File: src/rtl/b64e_pkg.sv
// shared types, register indexes and the alphabet lookup for the base64 stream encoder
// no dependencies
package b64e_pkg;

    // configuration register indexes
    localparam logic [1:0] REG_URL_ALPHABET = 2'd0;
    localparam logic [1:0] REG_PAD_OUTPUT   = 2'd1;

    localparam logic [6:0] PAD_CHAR = 7'h3d;

    // one input byte of the message
    typedef struct packed {
        logic [7:0] data_byte;
        logic       final_byte;
    } t_in_item;

    // one encoded character
    typedef struct packed {
        logic [6:0] text_char;
        logic       last_char;
    } t_out_item;

    // group request from front to back
    typedef struct packed {
        logic [23:0] group;
        logic [1:0]  last_idx;   // index of the last data character (1..3)
        logic        fin;        // group closes the message
    } t_grp_req;

    // map a 6-bit index onto the chosen alphabet
    function automatic logic [6:0] map_index(input logic [5:0] idx, input logic url);
        logic [6:0] ch;
        if (idx < 6'd26) begin
            ch = 7'h41 + {1'b0, idx};
        end else if (idx < 6'd52) begin
            ch = 7'h61 + {1'b0, idx - 6'd26};
        end else if (idx < 6'd62) begin
            ch = 7'h30 + {1'b0, idx - 6'd52};
        end else if (idx == 6'd62) begin
            ch = url ? 7'h2d : 7'h2b;
        end else begin
            ch = url ? 7'h5f : 7'h2f;
        end
        return ch;
    endfunction

endpackage

File: src/rtl/b64e_fifo.sv
// two-entry queue for any packed type
// no package dependencies
module b64e_fifo #(
    parameter type T = logic
) (
    input  logic i_clk,
    input  logic i_rst_n,
    input  logic i_wr,
    input  T     i_wdata,
    output logic o_full,
    input  logic i_rd,
    output T     o_rdata,
    output logic o_empty
);
    T           r_mem [2];
    logic       r_wr_ptr;
    logic       r_rd_ptr;
    logic [1:0] r_count;
    logic       n_wr_ptr;
    logic       n_rd_ptr;
    logic [1:0] n_count;
    logic       do_wr;
    logic       do_rd;

    assign o_full  = (r_count == 2'd2);
    assign o_empty = (r_count == 2'd0);
    assign o_rdata = r_mem[r_rd_ptr];
    assign do_wr   = i_wr && !o_full;
    assign do_rd   = i_rd && !o_empty;

    // pointer and fill update
    always_comb begin
        n_wr_ptr = do_wr ? ~r_wr_ptr : r_wr_ptr;
        n_rd_ptr = do_rd ? ~r_rd_ptr : r_rd_ptr;
        n_count  = r_count;
        if (do_wr && !do_rd) begin
            n_count = r_count + 2'd1;
        end else if (do_rd && !do_wr) begin
            n_count = r_count - 2'd1;
        end
    end

    always_ff @(posedge i_clk) begin
        if (!i_rst_n) begin
            r_wr_ptr <= 1'b0;
            r_rd_ptr <= 1'b0;
            r_count  <= 2'd0;
        end else begin
            r_wr_ptr <= n_wr_ptr;
            r_rd_ptr <= n_rd_ptr;
            r_count  <= n_count;
        end
    end

    // storage
    always_ff @(posedge i_clk) begin
        if (do_wr) begin
            r_mem[r_wr_ptr] <= i_wdata;
        end
    end

endmodule

File: src/rtl/b64e_front.sv
// front end: gathers bytes into 24-bit groups and issues group requests
// depends on b64e_pkg
module b64e_front
    import b64e_pkg::*;
(
    input  logic     i_clk,
    input  logic     i_rst_n,
    input  logic     i_accept,
    input  t_in_item i_item,
    output logic     o_req_valid,
    output t_grp_req o_req
);
    logic [15:0] r_pend;
    logic [1:0]  r_cnt;
    logic [15:0] n_pend;
    logic [1:0]  n_cnt;
    logic [1:0]  cnt_inc;

    // count including this byte, a stray three counts as empty
    assign cnt_inc = ((r_cnt == 2'd3) ? 2'd0 : r_cnt) + 2'd1;

    // classify the byte
    always_comb begin
        o_req_valid    = 1'b0;
        o_req.fin      = i_item.final_byte;
        o_req.group    = {r_pend, i_item.data_byte};
        o_req.last_idx = 2'd3;
        n_pend         = r_pend;
        n_cnt          = r_cnt;
        if (i_accept) begin
            if (cnt_inc == 2'd3) begin
                o_req_valid = 1'b1;
                n_pend      = 16'd0;
                n_cnt       = 2'd0;
            end else if (!i_item.final_byte) begin
                n_pend = (cnt_inc == 2'd1) ? {8'd0, i_item.data_byte}
                                           : {r_pend[7:0], i_item.data_byte};
                n_cnt  = cnt_inc;
            end else begin
                o_req_valid = 1'b1;
                n_pend      = 16'd0;
                n_cnt       = 2'd0;
                if (cnt_inc == 2'd2) begin
                    o_req.group    = {r_pend[7:0], i_item.data_byte, 8'd0};
                    o_req.last_idx = 2'd2;
                end else begin
                    o_req.group    = {i_item.data_byte, 16'd0};
                    o_req.last_idx = 2'd1;
                end
            end
        end
    end

    always_ff @(posedge i_clk) begin
        if (!i_rst_n) begin
            r_pend <= 16'd0;
            r_cnt  <= 2'd0;
        end else begin
            r_pend <= n_pend;
            r_cnt  <= n_cnt;
        end
    end

endmodule

File: src/rtl/b64e_back.sv
// back end: turns one group request into characters, one per cycle while the result queue has room
// depends on b64e_pkg
module b64e_back
    import b64e_pkg::*;
(
    input  logic      i_clk,
    input  logic      i_rst_n,
    input  logic      i_url,
    input  logic      i_pad,
    input  logic      i_req_valid,
    input  t_grp_req  i_req,
    output logic      o_req_pop,
    input  logic      i_out_full,
    output logic      o_out_wr,
    output t_out_item o_out
);
    logic [1:0] r_k;
    logic [1:0] n_k;
    logic [1:0] tot_last;
    logic [5:0] idx;
    logic       at_end;

    // index of the final character including padding
    assign tot_last = (i_req.fin && i_pad) ? 2'd3 : i_req.last_idx;
    assign at_end   = (r_k == tot_last);
    assign o_out_wr = i_req_valid && !i_out_full;
    assign o_req_pop = o_out_wr && at_end;

    // select the sextet for this character
    always_comb begin
        case (r_k)
            2'd0:    idx = i_req.group[23:18];
            2'd1:    idx = i_req.group[17:12];
            2'd2:    idx = i_req.group[11:6];
            default: idx = i_req.group[5:0];
        endcase
    end

    // character and end mark
    always_comb begin
        o_out.text_char = (r_k <= i_req.last_idx) ? map_index(idx, i_url) : PAD_CHAR;
        o_out.last_char = i_req.fin && at_end;
    end

    always_comb begin
        n_k = r_k;
        if (o_out_wr) begin
            n_k = at_end ? 2'd0 : r_k + 2'd1;
        end
    end

    always_ff @(posedge i_clk) begin
        if (!i_rst_n) begin
            r_k <= 2'd0;
        end else begin
            r_k <= n_k;
        end
    end

endmodule

File: src/rtl/base64_stream_encoder_top.sv
// top level of the base64 stream encoder: config registers, front, back and queues
// depends on b64e_pkg, b64e_fifo, b64e_front, b64e_back
// Streaming base64 encoder: bytes are pushed one per cycle while not full, with a
// final flag on the last byte of a message; characters come out through a
// queue-style port, one per cycle while not empty, the last marked by last_char.
// Every third byte (or a final byte) makes a group request that waits in a
// two-entry queue; the back end then writes one character per cycle into the
// result queue while it has room: four for a full group, two to four for a
// final partial group. Registers: index 0 selects the URL-safe
// alphabet, index 1 enables '=' padding (reset 1); write them only while idle.
module base64_stream_encoder_top
    import b64e_pkg::*;
(
    input  logic       i_clk,
    input  logic       i_rst_n,
    input  logic       push,
    output logic       full,
    input  t_in_item   i_in_item,
    output logic       empty,
    input  logic       pop,
    output t_out_item  o_out_item,
    input  logic       i_cfg_valid,
    output logic       o_cfg_ready,
    input  logic [1:0] i_cfg_index,
    input  logic       i_cfg_data
);
    logic      r_url;
    logic      r_pad;
    logic      req_valid;
    t_grp_req  req;
    logic      req_full;
    t_grp_req  head_req;
    logic      head_empty;
    logic      head_pop;
    logic      out_full;
    logic      out_wr;
    t_out_item out_item;
    logic      accept;

    assign o_cfg_ready = 1'b1;
    assign full        = req_full;
    assign accept      = push && !req_full;

    // configuration registers
    always_ff @(posedge i_clk) begin
        if (!i_rst_n) begin
            r_url <= 1'b0;
            r_pad <= 1'b1;
        end else if (i_cfg_valid) begin
            unique case (i_cfg_index)
                REG_URL_ALPHABET: r_url <= i_cfg_data;
                REG_PAD_OUTPUT:   r_pad <= i_cfg_data;
                default: ;
            endcase
        end
    end

    b64e_front u_front (
        .i_clk       (i_clk),
        .i_rst_n     (i_rst_n),
        .i_accept    (accept),
        .i_item      (i_in_item),
        .o_req_valid (req_valid),
        .o_req       (req)
    );

    // group request queue
    b64e_fifo #(.T(t_grp_req)) u_req_q (
        .i_clk   (i_clk),
        .i_rst_n (i_rst_n),
        .i_wr    (req_valid),
        .i_wdata (req),
        .o_full  (req_full),
        .i_rd    (head_pop),
        .o_rdata (head_req),
        .o_empty (head_empty)
    );

    b64e_back u_back (
        .i_clk       (i_clk),
        .i_rst_n     (i_rst_n),
        .i_url       (r_url),
        .i_pad       (r_pad),
        .i_req_valid (!head_empty),
        .i_req       (head_req),
        .o_req_pop   (head_pop),
        .i_out_full  (out_full),
        .o_out_wr    (out_wr),
        .o_out       (out_item)
    );

    // result queue
    b64e_fifo #(.T(t_out_item)) u_out_q (
        .i_clk   (i_clk),
        .i_rst_n (i_rst_n),
        .i_wr    (out_wr),
        .i_wdata (out_item),
        .o_full  (out_full),
        .i_rd    (pop),
        .o_rdata (o_out_item),
        .o_empty (empty)
    );

endmodule

File: config.mk
export PLATFORM = sky130hd
export DESIGN_NAME = base64_stream_encoder_top
export DESIGN_NICKNAME = d
export VERILOG_FILES = /design/src/rtl/b64e_pkg.sv /design/src/rtl/b64e_fifo.sv /design/src/rtl/b64e_front.sv /design/src/rtl/b64e_back.sv /design/src/rtl/base64_stream_encoder_top.sv
export SDC_FILE = /design/constraint.sdc
export NUM_CORES = 1
export LEC_CHECK = 0
export BUFFER_PORTS_ARGS = -buffer_cell sky130_fd_sc_hd__buf_2
export CAP_MARGIN = 20
export CORE_MARGIN = 4
export CORE_UTILIZATION = 40
export CTS_BUF_LIST = sky130_fd_sc_hd__clkbuf_8
export CTS_CLUSTER_SIZE = 28
export DETAILED_ROUTE_END_ITERATION = 7
export GPL_TIMING_DRIVEN = 1
export PLACE_DENSITY = 0.66
export SLEW_MARGIN = 20
export SYNTH_ARGS = -nofsm -noshare
export SYNTH_HDL_FRONTEND = slang
export SYNTH_SLANG_ARGS = --single-unit
File: constraint.sdc
create_clock -name i_clk -period 4.5 [get_ports i_clk]
set_input_delay 0.225 -clock i_clk [delete_from_list [all_inputs] [get_ports i_clk]]
set_output_delay 0.225 -clock i_clk [all_outputs]
set_load 0.02 [all_outputs]
# Word level (Yosys, flattened, before mapping)
# Memories as Yosys holds them, arrays and structs flattened. A register that Yosys moved wholly into a read port is not among the register bits.
# Cells that the tools add are included.
dict set report word_totals {
  regBits 30
  ram_bits 70
  out_inout_bits 11
  elab_cells 107
  memories 2
}
dict set report classes {
  n_addsub 11
  order_cmp 4
  eq_ne 11
  n_mux 35
  bitwise 4
  reduce_logical 29
}
# name words width read_ports rd_clocked_by_memory_dff wr line_no
set mem_list {}
lappend mem_list {u_req_q.r_mem 2 27 1 1 1 b64e_fifo.sv:15} ;# T r_mem [2];
lappend mem_list {u_out_q.r_mem 2 8 1 1 1 b64e_fifo.sv:15}
# cell n
set ops {}
lappend ops {{26-bit 2-to-1 mux} 4}
lappend ops {{16-bit 2-to-1 mux} 3}
lappend ops {{7-bit 2-to-1 mux} 6}
lappend ops {{2-bit 2-to-1 mux} 9}
lappend ops {{6-bit one-hot mux with 3 select lines} 1}
lappend ops {{7-bit by 6-bit adder with 7-bit output, first input constant} 2}
lappend ops {{1-bit logical AND} 13}
lappend ops {{2-bit equality test, second input constant} 6}
lappend ops {{6-bit < comparator, second input constant} 2}
lappend ops {{1-bit 2-to-1 mux} 11}
lappend ops {{2-bit by 1-bit adder with 2-bit output, second input constant} 4}
lappend ops {{1-bit logical NOT} 8}
lappend ops {{2-bit logical NOT} 4}
lappend ops {{6-bit by 6-bit adder with 7-bit output, first input constant} 1}
lappend ops {{2-bit by 1-bit equality test with 1-bit output, second input constant} 3}
lappend ops {{6-bit equality test, second input constant} 1}
lappend ops {{6-bit by 5-bit < comparator with 1-bit output, second input constant} 1}
lappend ops {{6-bit by 5-bit subtractor with 6-bit output, second input constant} 1}
lappend ops {{6-bit subtractor, second input constant} 1}
lappend ops {{1-bit inverter} 4}
lappend ops {{2-bit AND reduction} 2}
lappend ops {{2-bit nonzero test} 2}
lappend ops {{2-bit by 1-bit subtractor with 2-bit output, second input constant} 2}
lappend ops {{3-bit 2-to-1 mux} 1}
lappend ops {{other kinds (2)} 2}

# Depth between registers and ports, before layout
dict set report depth {
  depth_word 11
  depth_mapped 15
  mapped_depth_nobuf 13
}

# Modules after synthesis
# From an unflattened synthesis, not the netlist that was laid out.
dict set report unflattened {
  hier_cells 429
  area_unflattened_um2 5258.8
}
# mod n_inst cells_each area_per_inst_um2 seq_area_each_um2
set modules_own_cells {}
lappend modules_own_cells {{b64e_fifo at u_req_q} 1 109 2179.6 1721.7}
lappend modules_own_cells {b64e_front 1 127 1188.6 360.3}
lappend modules_own_cells {b64e_back 1 128 962.2 40.0}
lappend modules_own_cells {{b64e_fifo at u_out_q} 1 51 803.3 580.6}
lappend modules_own_cells {base64_stream_encoder_top 1 14 125.1 40.0}

# Worst setup path after synthesis
# OpenSTA, ideal clock, no wires.
dict set report synth_timing {
  path_kind {reg2reg}
  startpoint {reg u_req_q.r_count[0]}
  endpoint {mem u_req_q.r_mem[0][0] (netlist name), enable pin}
  setup_time_ps 445
  t_arrival_ps 2942
  required_ps 4055
  setup_slack_ps 1114
  stages_incl_launch_ff 6
  synth_period_minus_slack_ps 3386
  path_cell_list {dfxtp_1 -> nor2b_1 -> nand2b_1 -> clkbuf_1 -> clkbuf_1 -> nor3_1}
}
dict set report synth_between {
  elab_chain_len 7
}
# element line_no
set synth_rtl {}
lappend synth_rtl {{start, declared} b64e_fifo.sv:18} ;# logic [1:0] r_count;
lappend synth_rtl {{start signal, assigned} b64e_fifo.sv:51} ;# r_count <= n_count;
lappend synth_rtl {{2-bit equality test *} b64e_fifo.sv:25} ;# assign o_full = (r_count == 2'd2);
lappend synth_rtl {{named net full} base64_stream_encoder_top.sv:17} ;# output logic full,
lappend synth_rtl {{1-bit logical NOT *} {b64e_fifo.sv:28, base64_stream_encoder_top.sv:42}}
lappend synth_rtl {{1-bit logical AND} base64_stream_encoder_top.sv:42} ;# assign accept = push && !req_full;
lappend synth_rtl {{1-bit 2-to-1 mux} b64e_front.sv:30} ;# if (i_accept) begin
lappend synth_rtl {{1-bit logical AND *} b64e_fifo.sv:28} ;# assign do_wr = i_wr && !o_full;
lappend synth_rtl {{1-bit 2-to-1 mux *} b64e_fifo.sv:57} ;# if (do_wr) begin
lappend synth_rtl {{1-bit 2-to-1 mux (not written as such) *} b64e_fifo.sv:58} ;# r_mem[r_wr_ptr] <= i_wdata;
lappend synth_rtl {{end, declared} b64e_fifo.sv:15}
# Mark *: on every way through the listed nets, which the timed path passes. The rest lies on a longest branch.

==> reports/summary.txt <==
FF+latch count, synth - 102
Routed WL per cell - 15.3 µm
Horiz. Die Dim - 121 µm
Number of flops mapped to enable cells by yosys - 70
Worst endpoint required time - 4710 ps
GRT overflow - 0
Complex-gate fraction of the synthesized area - 0.147
Drt drc - 0
Clk network pwr share - 0.215
Syn Inst Count - 454
H-tree depth - 3
CTS Hold Bufs - 0
Worst skew pair latency - 370 ps
Hold Vio Cnt, Final - 0
# fillers - 1203
Final setup vio count - 0
Final Skew - 16.1 ps
CTS Buf Count - 9
Post-Synth Adder-Cell Area - 0.0487
Final Power - 0.00280 W
Die height - 121 µm
PD cells - 503 nW/µm²
Switch Pwr - 0.000987 W
Crit Path Category - reg -> reg
RSZ-0062 raised after global routing - false
Tmin final - 3810 ps
Internal - 0.00182 W
Post-synthesis mux area share - 0.0772
Num rows - 41
Multi-input gate area - 2150 µm²
RD Place Congestion - 0.878
Most common cell after layout, fill and taps aside - edfxtp_1
Vias in the first global route - 3204
Post-route antenna net violation count - 0
Synth Net Count - 491
Post-CTS Setup Inserts - 0
Leading cell types in the layout, fill and taps excluded - edfxtp_1, nand2_1, nor2_1
Slew HR - 0.355
Synthesis warning total - 0
Boundary Pins - 28
Simple-gate share of the synthesized area - 0.118
Root Buffer Master - clkbuf_8
Vias/cell - 5.24
Worst-path clk slew - 110 ps
Async SR Flop Fraction - 0
Worst Hold Class - in -> reg
Post-synthesis cell type count - 65
Post-synthesis average cell area - 11.3 µm²
Hold_ws - 48.5 ps
DP HPWL - 7.25 mm
Main combinational cell family by area after synthesis - compound AO/OA/AOI/OAI gates
Max-slew violation count - 0
Register area - 2740 µm²
GRT Total Usage - 0.139
Max Freq - 0.262 GHz
Share of cells above drive strength 1 - 0.144
Nets - 505
Initial cell density of the core - 0.407
Arrival time worst endpoint - 4020 ps
Clk buf depth - 2
Drt pass-1 iters - 7
Drt initial violations - 258
Final WL - 9.88 mm
Sw frac - 0.352
Ratio of final minimum period to clock period - 0.847
Leakage power - 1.98 nW
Sequential cell area fraction in the yosys report - 0.534
Largest net degree at the start of global routing - 43
Max-cap check violation count - 0
Most used DFF post-synth - edfxtp_1
Crit path launch type - flop
Combinational fraction of design power - 0.357
Non-filler cells, final - 645
Via count - 3379
Max FO, Critical Path - 16
CTS Sinks - 102
Placed cell count - 629
Initial antenna violation count - 0
Setup crit end kind - flop
Status - finished clean
Sequential Power Share - 0.428
Input/output buffers - 26
Number of diodes - 0
CTS tree - yes
First-pass GRT wire length - 16.2 mm
Max IR drop VDD - 323 µV
Worst-Margin Slew - 960 ps
Final setup TNS - 0 ps
Area delta synth->final - 8.42%
Synth Cell Area - 5140 µm²
Die Area - 14700 µm²
Post_cts resized - 0
XOR/XNOR Fraction of Synth Area - 0.0265
Core area - 12600 µm²
-- critical path, cell delays in order (launching register included) --
cell and delay, ps:
dfxtp_1 480, ha_1 600, a21oi_1 90, a221o_1 420, nand2_1 170, clkinv_1 240, ha_1 410, nor4_4 590
a2111oi_0 160, mux2_2 300, o21ai_1 170
-- registers in the layout, summed over array words and instances, names as in the netlist, named ones only --
register	cells
u_out_q.r_wr_ptr	1
r_pad	1
u_req_q.r_rd_ptr	1
u_req_q.r_mem	54
u_front.r_cnt	2
u_out_q.r_mem	16
u_out_q.r_count	2
u_req_q.r_wr_ptr	1
u_front.r_pend	16
u_out_q.r_rd_ptr	1
u_req_q.r_count	2
u_back.r_k	2
r_url	1
-- layer usage --
layer | vias to the layer above | track usage | wire length [µm]
li1 | 1689 | - | -
met1 | 1618 | 0.189 | 4700
met2 | 60 | 0.226 | 4640
met3 | 12 | 0.0303 | 379
met4 | 0 | 0.0392 | 163
met5 | - | 0 | 0
-- cells by family after synthesis --
logic type / Yosys count
xor+xnor: 14
flops: 102
fa+ha+maj: 20
mux: 35
other cells: 1
buf+inv: 52
simple gates: 124
compound gates: 106
-- metrics by stage --
stage | util | cell area [µm²] | setup slack (ps)
after floorplan | - | 5140 | 1110
after global placement | 0.425 | 5360 | 920
after detailed placement | 0.425 | 5360 | 791
after CTS | 0.442 | 5570 | 725
after global routing | 0.442 | 5570 | 385
final | 0.442 | 5570 | 689
-- cell usage after synthesis (3+ instances only) --
library cell	n	area, µm²
edfxtp_1	70	2100
nand2_1	44	165
nor2_1	34	128
dfxtp_1	32	641
o21ai_0	25	125
inv_1	24	90.1
a22oi_1	20	150
ha_1	20	250
mux2i_1	19	190
a21oi_1	16	80.1
clkbuf_1	15	56.3
mux2_2	13	146
and2_1	12	75.1
nor2b_1	7	43.8
xnor2_1	7	61.3
a222oi_1	6	60.1
xor2_1	6	52.6
a211oi_1	5	37.5
buf_6	5	56.3
nor3_1	5	25.0
a21o_1	4	30.0
o21ai_1	4	20.0
buf_2	3	15.0
buf_4	3	22.5
nand3b_1	3	22.5
or3_1	3	18.8
-- layout make-up --
| type | instances | share of cell area |
|---|---|---|
| multi-input combinational | 300 | 0.386 |
| clock buffer | 9 | 0.0222 |
| inverter | 26 | 0.0175 |
| tap | 172 | 0.0386 |
| clock inverter | 7 | 0.0155 |
| sequential | 102 | 0.492 |
| timing repair buffer | 29 | 0.0274 |
-- path summary, 6_finish.rpt --
kind | start | endpoint | slack (ps) | cells past startpoint
max | u_back.r_k[0] | u_out_q.r_mem[1][5] | 690 | 10
min | i_rst_n | r_pad | 50 | 2
max reg2reg | u_back.r_k[0] | u_out_q.r_mem[1][5] | 690 | 10
min reg2reg | u_req_q.r_count[1] | u_req_q.r_count[1] | 510 | 2
-- power by group through the flow --
stage	sequential [W]	clock, W	combinational (W)
final	0.00120	0.000601	0.00100
after CTS	0.00120	0.000624	0.00100
after global placement	0.00122	0	0.000989
after detailed placement	0.00122	0	0.000996
after floorplan	0.00120	0	0.000794
after global routing	0.00121	0.000666	0.00111
No activity file was read; power rests on OpenSTA's default activity.
